### src/rtl/rgbrbc_pkg.sv
// Shared types, constants and helper functions for the RGB LED rainbow/blink controller.
// No dependencies; every other file imports this package.
package rgbrbc_pkg;

  localparam int COUNTER_BITS = 16;
  localparam int PERIOD_W     = 16;
  localparam int COLOR_W      = 24;
  localparam int CFG_IDX_W    = 1;
  localparam int CMP_W        = (COUNTER_BITS + 1 > PERIOD_W) ? COUNTER_BITS + 1 : PERIOD_W;

  localparam logic [PERIOD_W-1:0] GRADUAL_RESET = PERIOD_W'(10);
  localparam logic [PERIOD_W-1:0] FLICKER_RESET = PERIOD_W'(500);
  localparam logic [7:0]          WHEEL_STEP    = 8'd5;
  localparam logic [7:0]          CH_MAX        = 8'hFF;

  typedef logic [COUNTER_BITS-1:0] cnt_t;
  typedef logic [PERIOD_W-1:0]     period_t;

  typedef enum logic [2:0] {
    MODE_TICK       = 3'd0,
    MODE_SET_COLOR  = 3'd1,
    MODE_RAINBOW    = 3'd2,
    MODE_BLINK      = 3'd3,
    MODE_ALL_OFF    = 3'd4
  } mode_t;

  typedef enum logic [CFG_IDX_W-1:0] {
    CFG_GRADUAL = 1'b0,
    CFG_FLICKER = 1'b1
  } cfg_idx_t;

  typedef struct packed {
    logic [7:0] r;
    logic [7:0] g;
    logic [7:0] b;
  } rgb_t;

  typedef struct packed {
    logic hit;
    cnt_t next;
  } cnt_step_t;

  // One period count: wraps to zero when the period is reached or the counter would overflow.
  function automatic cnt_step_t count_step(input cnt_t cnt, input period_t period);
    logic [COUNTER_BITS:0] inc;
    cnt_step_t             res;
    inc = {1'b0, cnt} + {{COUNTER_BITS{1'b0}}, 1'b1};
    res.hit  = (CMP_W'(inc) >= CMP_W'(period)) || inc[COUNTER_BITS];
    res.next = res.hit ? '0 : inc[COUNTER_BITS-1:0];
    return res;
  endfunction

  // Six-segment color wheel; a position on no segment holds.
  function automatic rgb_t wheel_step(input rgb_t w);
    rgb_t n;
    n = w;
    if (w.r == CH_MAX && w.g < CH_MAX && w.b == 8'd0)
      n.g = w.g + WHEEL_STEP;
    else if (w.r > 8'd0 && w.g == CH_MAX && w.b == 8'd0)
      n.r = w.r - WHEEL_STEP;
    else if (w.r == 8'd0 && w.g == CH_MAX && w.b < CH_MAX)
      n.b = w.b + WHEEL_STEP;
    else if (w.r == 8'd0 && w.g > 8'd0 && w.b == CH_MAX)
      n.g = w.g - WHEEL_STEP;
    else if (w.r < CH_MAX && w.g == 8'd0 && w.b == CH_MAX)
      n.r = w.r + WHEEL_STEP;
    else if (w.r == CH_MAX && w.g == 8'd0 && w.b > 8'd0)
      n.b = w.b - WHEEL_STEP;
    return n;
  endfunction

endpackage

### src/rtl/rgbrbc_if.sv
// Valid/ready channel interfaces for the event input and the drive result.
// Depends on rgbrbc_pkg for field widths.
interface rgbrbc_in_if import rgbrbc_pkg::*; ();
  logic               valid;
  logic               ready;
  logic [2:0]         mode;
  logic [COLOR_W-1:0] color;

  modport source (output valid, mode, color, input ready);
  modport sink   (input valid, mode, color, output ready);
endinterface

interface rgbrbc_out_if;
  logic       valid;
  logic       ready;
  logic [7:0] red_drive;
  logic [7:0] green_drive;
  logic [7:0] blue_drive;
  logic       rainbow_active;
  logic       blink_active;

  modport source (output valid, red_drive, green_drive, blue_drive, rainbow_active,
                  blink_active, input ready);
  modport sink   (input valid, red_drive, green_drive, blue_drive, rainbow_active,
                  blink_active, output ready);
endinterface

### src/rtl/rgb_led_rainbow_blink_controller.sv
// RGB LED controller: color wheel fader with blink, one event per transaction.
// Depends on rgbrbc_pkg and the channel interfaces in rgbrbc_if.sv.
// The result is registered: it is valid in the cycle after the event transaction.
// Throughput: one event per cycle while results are taken; the state update and result register load together.
// The result register frees as it is taken, so in_ready stays high unless a result stalls.
// Reset (synchronous, rst_n low): color and drives zero, wheel at red, modes off,
// periods 10 and 500 ticks.
module rgb_led_rainbow_blink_controller import rgbrbc_pkg::*; (
  input  logic                 clk,
  input  logic                 rst_n,
  rgbrbc_in_if.sink            in_chan,
  rgbrbc_out_if.source         out_chan,
  input  logic                 cfg_we,
  input  logic [CFG_IDX_W-1:0] cfg_index,
  input  logic [PERIOD_W-1:0]  cfg_data
);

  period_t gradual_r, flicker_r;
  rgb_t    color_r, color_nxt;
  rgb_t    wheel_r, wheel_nxt;
  rgb_t    latch_r, latch_nxt;
  logic    rainbow_en_r, rainbow_en_nxt;
  logic    blink_en_r, blink_en_nxt;
  logic    phase_r, phase_nxt;
  cnt_t    rcnt_r, rcnt_nxt;
  cnt_t    bcnt_r, bcnt_nxt;
  logic    out_valid_r;
  logic    in_acc;
  mode_t   mode;
  cnt_step_t rstep, bstep;

  assign in_chan.ready = !out_valid_r || out_chan.ready;
  assign in_acc        = in_chan.valid && in_chan.ready;
  assign mode          = mode_t'(in_chan.mode);
  assign rstep         = count_step(rcnt_r, gradual_r);
  assign bstep         = count_step(bcnt_r, flicker_r);

  always_comb begin
    color_nxt      = color_r;
    wheel_nxt      = wheel_r;
    latch_nxt      = latch_r;
    rainbow_en_nxt = rainbow_en_r;
    blink_en_nxt   = blink_en_r;
    phase_nxt      = phase_r;
    rcnt_nxt       = rcnt_r;
    bcnt_nxt       = bcnt_r;
    case (mode)
      MODE_TICK: begin
        // rainbow step first, so a blink flip on the same tick latches the new color
        if (rainbow_en_r) begin
          rcnt_nxt = rstep.next;
          if (rstep.hit) begin
            wheel_nxt = wheel_step(wheel_r);
            color_nxt = wheel_nxt;
          end
        end
        if (blink_en_r) begin
          bcnt_nxt = bstep.next;
          if (bstep.hit) begin
            phase_nxt = !phase_r;
            latch_nxt = phase_nxt ? '0 : color_nxt;
          end
        end
      end
      MODE_SET_COLOR: color_nxt = rgb_t'(in_chan.color);
      MODE_RAINBOW: begin
        rainbow_en_nxt = !rainbow_en_r;
        if (!rainbow_en_r)
          rcnt_nxt = '0;
      end
      MODE_BLINK: begin
        blink_en_nxt = !blink_en_r;
        if (!blink_en_r)
          bcnt_nxt = '0;
      end
      MODE_ALL_OFF: begin
        color_nxt      = '0;
        rainbow_en_nxt = 1'b0;
        blink_en_nxt   = 1'b0;
      end
      default: ;
    endcase
    if (!blink_en_nxt)
      latch_nxt = color_nxt;
  end

  always_ff @(posedge clk) begin
    if (!rst_n) begin
      gradual_r    <= GRADUAL_RESET;
      flicker_r    <= FLICKER_RESET;
      color_r      <= '0;
      wheel_r      <= '{r: CH_MAX, g: 8'd0, b: 8'd0};
      latch_r      <= '0;
      rainbow_en_r <= 1'b0;
      blink_en_r   <= 1'b0;
      phase_r      <= 1'b0;
      rcnt_r       <= '0;
      bcnt_r       <= '0;
      out_valid_r  <= 1'b0;
    end else begin
      if (cfg_we) begin
        unique case (cfg_idx_t'(cfg_index))
          CFG_GRADUAL: gradual_r <= cfg_data;
          CFG_FLICKER: flicker_r <= cfg_data;
          default: ;
        endcase
      end
      if (in_acc) begin
        color_r      <= color_nxt;
        wheel_r      <= wheel_nxt;
        latch_r      <= latch_nxt;
        rainbow_en_r <= rainbow_en_nxt;
        blink_en_r   <= blink_en_nxt;
        phase_r      <= phase_nxt;
        rcnt_r       <= rcnt_nxt;
        bcnt_r       <= bcnt_nxt;
        out_valid_r  <= 1'b1;
      end else if (out_chan.ready) begin
        out_valid_r  <= 1'b0;
      end
    end
  end

  // result fields come straight from the state written by the last transaction
  assign out_chan.valid          = out_valid_r;
  assign out_chan.red_drive      = latch_r.r;
  assign out_chan.green_drive    = latch_r.g;
  assign out_chan.blue_drive     = latch_r.b;
  assign out_chan.rainbow_active = rainbow_en_r;
  assign out_chan.blink_active   = blink_en_r;

  a_all_off_clears: assert property (@(posedge clk) disable iff (!rst_n)
    in_acc && mode == MODE_ALL_OFF |=> !rainbow_en_r && !blink_en_r && color_r == '0)
    else $error("all off did not clear modes and color");

  a_follow_color: assert property (@(posedge clk) disable iff (!rst_n)
    !blink_en_r |-> latch_r == color_r)
    else $error("drives do not follow color without blink");

  a_stall_blocks: assert property (@(posedge clk) disable iff (!rst_n)
    out_valid_r && !out_chan.ready |-> !in_acc)
    else $error("event taken while result stalled");

  a_color_hold: assert property (@(posedge clk) disable iff (!rst_n)
    !in_acc |=> $stable(color_r) && $stable(wheel_r) && $stable(latch_r))
    else $error("state changed without a transaction");

endmodule

### src/flat_wrapper.sv
// flat-port wrapper written by rule: the top's interface ports become plain ports
module rgb_led_rainbow_blink_controller_flat import rgbrbc_pkg::*;
  (clk, rst_n, cfg_we, cfg_index, cfg_data, in_chan_valid, in_chan_mode, in_chan_color, in_chan_ready, out_chan_valid, out_chan_red_drive, out_chan_green_drive, out_chan_blue_drive, out_chan_rainbow_active, out_chan_blink_active, out_chan_ready);
  rgbrbc_in_if in_chan_i ();
  rgbrbc_out_if out_chan_i ();
  input  logic clk;
  input  logic rst_n;
  input  logic cfg_we;
  input  logic [CFG_IDX_W-1:0] cfg_index;
  input  logic [PERIOD_W-1:0] cfg_data;
  input wire logic [$bits(in_chan_i.valid)-1:0] in_chan_valid;
  input wire logic [$bits(in_chan_i.mode)-1:0] in_chan_mode;
  input wire logic [$bits(in_chan_i.color)-1:0] in_chan_color;
  output wire logic [$bits(in_chan_i.ready)-1:0] in_chan_ready;
  output wire logic [$bits(out_chan_i.valid)-1:0] out_chan_valid;
  output wire logic [$bits(out_chan_i.red_drive)-1:0] out_chan_red_drive;
  output wire logic [$bits(out_chan_i.green_drive)-1:0] out_chan_green_drive;
  output wire logic [$bits(out_chan_i.blue_drive)-1:0] out_chan_blue_drive;
  output wire logic [$bits(out_chan_i.rainbow_active)-1:0] out_chan_rainbow_active;
  output wire logic [$bits(out_chan_i.blink_active)-1:0] out_chan_blink_active;
  input wire logic [$bits(out_chan_i.ready)-1:0] out_chan_ready;
  assign in_chan_i.valid = in_chan_valid;
  assign in_chan_i.mode = in_chan_mode;
  assign in_chan_i.color = in_chan_color;
  assign in_chan_ready = in_chan_i.ready;
  assign out_chan_valid = out_chan_i.valid;
  assign out_chan_red_drive = out_chan_i.red_drive;
  assign out_chan_green_drive = out_chan_i.green_drive;
  assign out_chan_blue_drive = out_chan_i.blue_drive;
  assign out_chan_rainbow_active = out_chan_i.rainbow_active;
  assign out_chan_blink_active = out_chan_i.blink_active;
  assign out_chan_i.ready = out_chan_ready;
  rgb_led_rainbow_blink_controller u_core (.clk(clk), .rst_n(rst_n), .in_chan(in_chan_i), .out_chan(out_chan_i), .cfg_we(cfg_we), .cfg_index(cfg_index), .cfg_data(cfg_data));
endmodule
### config.mk
export PLATFORM = sky130hd
export DESIGN_NAME = rgb_led_rainbow_blink_controller_flat
export DESIGN_NICKNAME = d
export VERILOG_FILES = /design/src/rtl/rgbrbc_pkg.sv /design/src/rtl/rgbrbc_if.sv /design/src/rtl/rgb_led_rainbow_blink_controller.sv /design/src/flat_wrapper.sv
export SDC_FILE = /design/constraint.sdc
export NUM_CORES = 1
export LEC_CHECK = 0
export BUFFER_PORTS_ARGS = -buffer_cell sky130_fd_sc_hd__buf_2
export CELL_PAD_IN_SITES_DETAIL_PLACEMENT = 2
export CELL_PAD_IN_SITES_GLOBAL_PLACEMENT = 2
export CORE_UTILIZATION = 35
export DETAILED_ROUTE_END_ITERATION = 8
export MAX_ROUTING_LAYER = met4
export PLACE_DENSITY = 0.79
export SLEW_MARGIN = 10
export SYNTH_ARGS = -nofsm -noshare
export SYNTH_HDL_FRONTEND = slang
export SYNTH_SLANG_ARGS = --single-unit
### constraint.sdc
create_clock -name clk -period 4.55 [get_ports clk]
set_clock_uncertainty 0.1 [all_clocks]
set_input_delay 0.455 -clock clk [delete_from_list [all_inputs] [get_ports clk]]
set_output_delay 0.455 -clock clk [all_outputs]
set_load 0.03 [all_outputs]
== Word level (Yosys, flattened, before mapping) ==
Cells that the tools add are included.
Word-level totals
  register bits after elaboration: 140
  bits of input ports: 49
  output and inout port bits: 28
  word-level logic and storage cells: 123
Operators by class
  add/subtract/negate cells: 8
  order comparisons: 8
  eq/ne operators: 14
  mux-type cells: 39
  bitwise logic cells: 1
  reductions and logical operators: 36
Operator list (count)
  $mux W16: 14
  $mux W24: 7
  $mux W8: 11
  $pmux W24 S3: 1
  $pmux W16 S2: 2
  $add A16 B1 Y17 const B: 2
  $ge A17 B16 Y1: 2
  $add A8 B3 Y8 const B: 3
  $eq A8 B8 Y1 const B: 3
  $gt A8 B1 Y1 const B: 3
  $logic_not A8 Y1: 3
  $lt A8 B8 Y1 const B: 3
  $sub A8 B3 Y8 const B: 3
  $reduce_and A4 Y1: 5
  $logic_and A1 B1 Y1: 13
  $ne A2 B2 Y1 const B: 4
  $reduce_bool A2 Y1: 4
  $eq A3 B2 Y1 const B: 2
  $ne A2 B1 Y1 const B: 3
  $reduce_and A2 Y1: 3
  $logic_not A1 Y1: 4
  $pmux W1 S2: 2
  $eq A3 B1 Y1 const B: 1
  $eq A3 B3 Y1 const B: 1
  4 further kinds: 7

== Depth between registers and ports, before layout ==
  depth after elaboration: 21
  gate-level depth with buffers: 17
  gate-level depth less buffers: 15

== Least setup slack after synthesis ==
No wires, ideal clock.
  kind: register to register
  start: register u_core.rcnt_r[0]
  end: register u_core.latch_r (netlist bit u_core.out_chan.green_drive[6])
  library setup time: 0.133 ns
  arrival time: 3.420 ns
  data required time: 4.317 ns
  slack: 0.896 ns
  cell stages (with the launch flop): 18
  path buffers: 3
  period minus slack after synthesis: 3.654 ns
  path through: dfxtp_1 > ha_1 > clkbuf_1 > and3_1 > and4_1 > clkbuf_1 > nand3_1 > xnor2_1 > ha_1 > nand4_1 > nor3_1 > a221o_1 > a211oi_2 > or3_1 > buf_2 > nor2_1 > a221oi_2 > o221ai_2
Between the ends
  longest elaborated chain between the ends: 10
  elaborated cells on any way between the ends: 11
  those cells by class: add/sub (1); order compare (1); mux (8); reduce/logical (1)
Ends and longest elaborated chain
  start: declaration: RTL line rgb_led_rainbow_blink_controller.sv:25  | cnt_t rcnt_r, rcnt_nxt;
  start signal: assignment: RTL line rgb_led_rainbow_blink_controller.sv:115  | rcnt_r <= rcnt_nxt;
  $add A16 B1 Y17 *: RTL line rgbrbc_pkg.sv:47  | inc = {1'b0, cnt} + {{COUNTER_BITS{1'b0}}, 1'b1};
  $ge A17 B16 Y1: RTL line rgbrbc_pkg.sv:48  | res.hit = (CMP_W'(inc) >= CMP_W'(period)) || inc[COUNTER_BITS];
  $logic_or A1 B1 Y1 *: RTL line rgbrbc_pkg.sv:48
  $mux W24 *: RTL line rgb_led_rainbow_blink_controller.sv:52  | if (rstep.hit) begin
  $mux W24 *: RTL line rgb_led_rainbow_blink_controller.sv:50  | if (rainbow_en_r) begin
  $mux W24: RTL line rgb_led_rainbow_blink_controller.sv:61  | latch_nxt = phase_nxt ? '0 : color_nxt;
  $mux W24: RTL line rgb_led_rainbow_blink_controller.sv:59  | if (bstep.hit) begin
  $mux W24: RTL line rgb_led_rainbow_blink_controller.sv:57  | if (blink_en_r) begin
  $mux W24: RTL line rgb_led_rainbow_blink_controller.sv:47  | case (mode)
  $mux W24 *: RTL line rgb_led_rainbow_blink_controller.sv:83  | if (!blink_en_nxt)
  end signal: assignment: RTL line rgb_led_rainbow_blink_controller.sv:111  | latch_r <= latch_nxt;
  end: declaration: RTL line rgb_led_rainbow_blink_controller.sv:21  | rgb_t latch_r, latch_nxt;
Mark *: on every way between the ends. The rest lies on a longest branch, timed or not. The select of a mux whose other input is x is not followed.
A chain may end at the register's enable or synchronous reset.

== Worst setup path in the final report ==
  start: register u_core.rcnt_r[2]
  end: register u_core.latch_r (netlist bit u_core.out_chan.green_drive[4])
The elaborated chain is that of the path after synthesis.

==> flow_summary.toml <==
[status]
outcome = "complete, no violations"

[clock_network]
post_cts_buffers = 0
ctsHtreeMaxLevel = 4
clk_pin_slew_worst_paths_ns = 0.07
cts_hold_buf = 0
cts_resized = 0
cts.sink_count = 140
cts_root_buffer = "clkbuf_16"
clockBufferDepth = 2
cts_buffers = 17
clk_latency_ns = 0.43
cts_tree = "yes"

[grt]
grt_overflow = 0
grt_pass1_vias = 8351
grt_start_max_net_pins = 88
track_usage = 0.2528
grt_pass1_wl_mm = 46.06
antenna_found_initial = 0

[final_layout]
syn_to_final_growth_pct = 14.64
final_core_util = 0.4121
fill_cells = 2617
final_common_cell = "nand2_1"
drive_gt1_frac = 0.1543
fin_cells = 1389
diodes = 0
nets = 1155
final_cell_mix = "141 x nand2_1, 140 x dfxtp_1, 108 x nor2_1"

[setup_path]
worstPathMaxFanout = 12
required_ns = 4.71
crit_path_start_kind = "flop"
crit_arrival_ns = 4.33
crit_path_top_delay_cell = "dfxtp_1"
max_stage_delay_ns = 0.44
crit_chain = "and4_1 -> and2_1 -> nand4_1 -> nor2_1 -> nand2_1 -> xnor2_1 -> ha_1 -> nand4_1 -> nor3_2 -> a221o_1 -> a211oi_2 -> buf_4 -> nor3_1 -> buf_4 -> a22o_1 -> a21oi_1 -> o221ai_1"
setup.worst_path.class = "reg2reg"
end_kind = "flop"

[sta]
worst_slack_ns = 0.3731
fmax_ghz = 0.2394
setup_tns_ns = 0
slew_headroom = 0.2492
hold_ws_ns = 0.1749
report.final.setup_viol = 0
tightest_slew_ns = 1.123
slew_violations = 0
post-route-min-period_ns = 4.177
hold_viol = 0
finalCritPeriodShare = 0.9180
rsz0062_at_grt = "false"

[die]
fp.dieH_um = 155.0
num_rows = 55
start_util = 0.3595
die_x_um = 155.0
ios = 77
core_mm2 = 0.02278
die_area_mm2 = 0.02401

[route]
drc_errors = 0
drt-total-wl_mm = 28.42
drt_pass1_iterations = 6
wl_per_cell_um = 20.46
via_count = 7813
ant_nets = 0
viasPerCell = 5.625
drtIter0Drc = 339

[placed_design]
pre_cts_slack_ns = 0.3114
place_inst = 1357
port_buffers = 76
gp_congestion = 0.8096
place_hpwl_mm = 19.96

[synth]
syn_avg_cell_area_um2 = 8.043
syn_area_mm2 = 0.008188
synthDistinctLibCells = 76
synth_seq_cells = 140
synth_edf_count = 0
synthCells = 1018
seq_area_frac_synth = 0.3423
syn-num-nets = 1110
yosys_warnings = 0
postSynth.asyncResetShare = 0
synth_ff_type = "dfxtp_1"

[min_path]
min_path_type = "in2reg"

[power]
power_per_cell_area_mw_per_mm2 = 313.1
ir_drop_v = 0.0001991
leakagePower_nw = 3.655

[job]
cap_violations = 0
==> registers in the layout, indices dropped and copies added, names as in the netlist <==
signal,cells
u_core.bcnt_r,16
u_core.color_r,24
u_core.flicker_r,16
u_core.gradual_r,16
u_core.out_chan.blink_active,1
u_core.out_chan.blue_drive,8
u_core.out_chan.green_drive,8
u_core.out_chan.rainbow_active,1
u_core.out_chan.red_drive,8
u_core.out_chan.valid,1
u_core.phase_r,1
u_core.rcnt_r,16
u_core.wheel_r,24
==> final timing paths <==
kind                                           from  slack, ns  depth (start not counted)                        endpoint
worst min register to register  u_core.flicker_r[3]       0.36                          2             u_core.flicker_r[3]
worst min-delay path                  in_chan_valid       0.17                          3           u_core.out_chan.valid
worst max register to register     u_core.rcnt_r[2]       0.37                         17  u_core.out_chan.green_drive[4]
worst max-delay path               u_core.rcnt_r[2]       0.37                         17  u_core.out_chan.green_drive[4]
==> cell usage after synthesis, types with 3 or more instances <==
library cell    n  share of area
a221o_1         3         0.0037
o21ai_0        34          0.021
and2_1          9         0.0069
o21a_1          3         0.0028
nor2b_1         4         0.0031
a211o_1         3         0.0032
nand4_1        21          0.016
xnor2_1        36          0.039
and4_1         10          0.011
a221oi_2        8          0.015
nor4_1          6         0.0046
and3_1          6         0.0046
buf_2          16         0.0098
dfxtp_1       140           0.34
nand2b_1        5         0.0038
nand3_1        27          0.017
o221ai_1       20          0.021
nor3_1         10         0.0061
xor2_1         17          0.018
clkbuf_1       46          0.021
ha_1           43          0.066
o22ai_1         3         0.0023
a31oi_1         4         0.0031
a22o_1         13          0.014
nor2_1        108          0.050
a211oi_1        4         0.0037
a22oi_1        36          0.033
or4_4           3         0.0041
mux2i_1        15          0.018
or3_1           7         0.0053
o32ai_1         5         0.0053
or2_2           4         0.0031
inv_1          45          0.021
a21o_1          4         0.0037
o211ai_1       14          0.013
a21oi_1        95          0.058
nand2_1       141          0.065
==> per-layer routing <==
metal,share of wire,global-route usage
met1,0.44,0.2985
met2,0.50,0.4286
met3,0.027,0.04178
met4,0.034,0.09807
met5,0,-
==> cells by family after synthesis <==
logic type / count (synthesis) / share of synthesized area
buffers and inverters: 114 / 0.05746
AOI/OAI and AO/OA: 275 / 0.2361
and+or+nand+nor: 376 / 0.2194
adders and majority gates: 43 / 0.06571
xor gates and xnor gates: 55 / 0.06067
muxes: 15 / 0.01834
DFF: 140 / 0.3423
==> metrics by stage <==
step                power [mW]  instance area (µm²)
CTS                      2.977                 9379
floorplan                1.458                 8188
detailed placement       1.555                 8802
global placement         1.546                 8802
finish                   2.939                 9387
global route             3.054                 9387
==> worst max-delay path, delay by kind of cell (launching register included) <==
family | cells | cell delay [ns]
fa+ha+maj | 1 | 0.31
simple gates | 8 | 1.32
compound gates | 5 | 1.24
buf+inv | 2 | 0.38
flops | 1 | 0.44
xor+xnor | 1 | 0.21
==> final cells by class <==
class | instances | area (µm²) | share of cell area
Multi-Input combinational cell | 764 | 4931 | 0.5253
Sequential cell | 140 | 2803 | 0.2986
Timing Repair Buffer | 93 | 508.0 | 0.05412
Clock buffer | 17 | 425.4 | 0.04532
Tap cell | 313 | 391.6 | 0.04172
Inverter | 47 | 176.4 | 0.01879
Clock inverter | 15 | 151.4 | 0.01613
==> power by group <==
group / leakage (nW) / internal (mW) / switching [mW]
Clock: 0.268 / 0.772 / 0.638
Combinational: 2.25 / 0.0802 / 0.168
Sequential: 1.14 / 1.26 / 0.0220
Total: 3.65 / 2.11 / 0.828
Note: power is estimated with default switching activity, not from simulation.
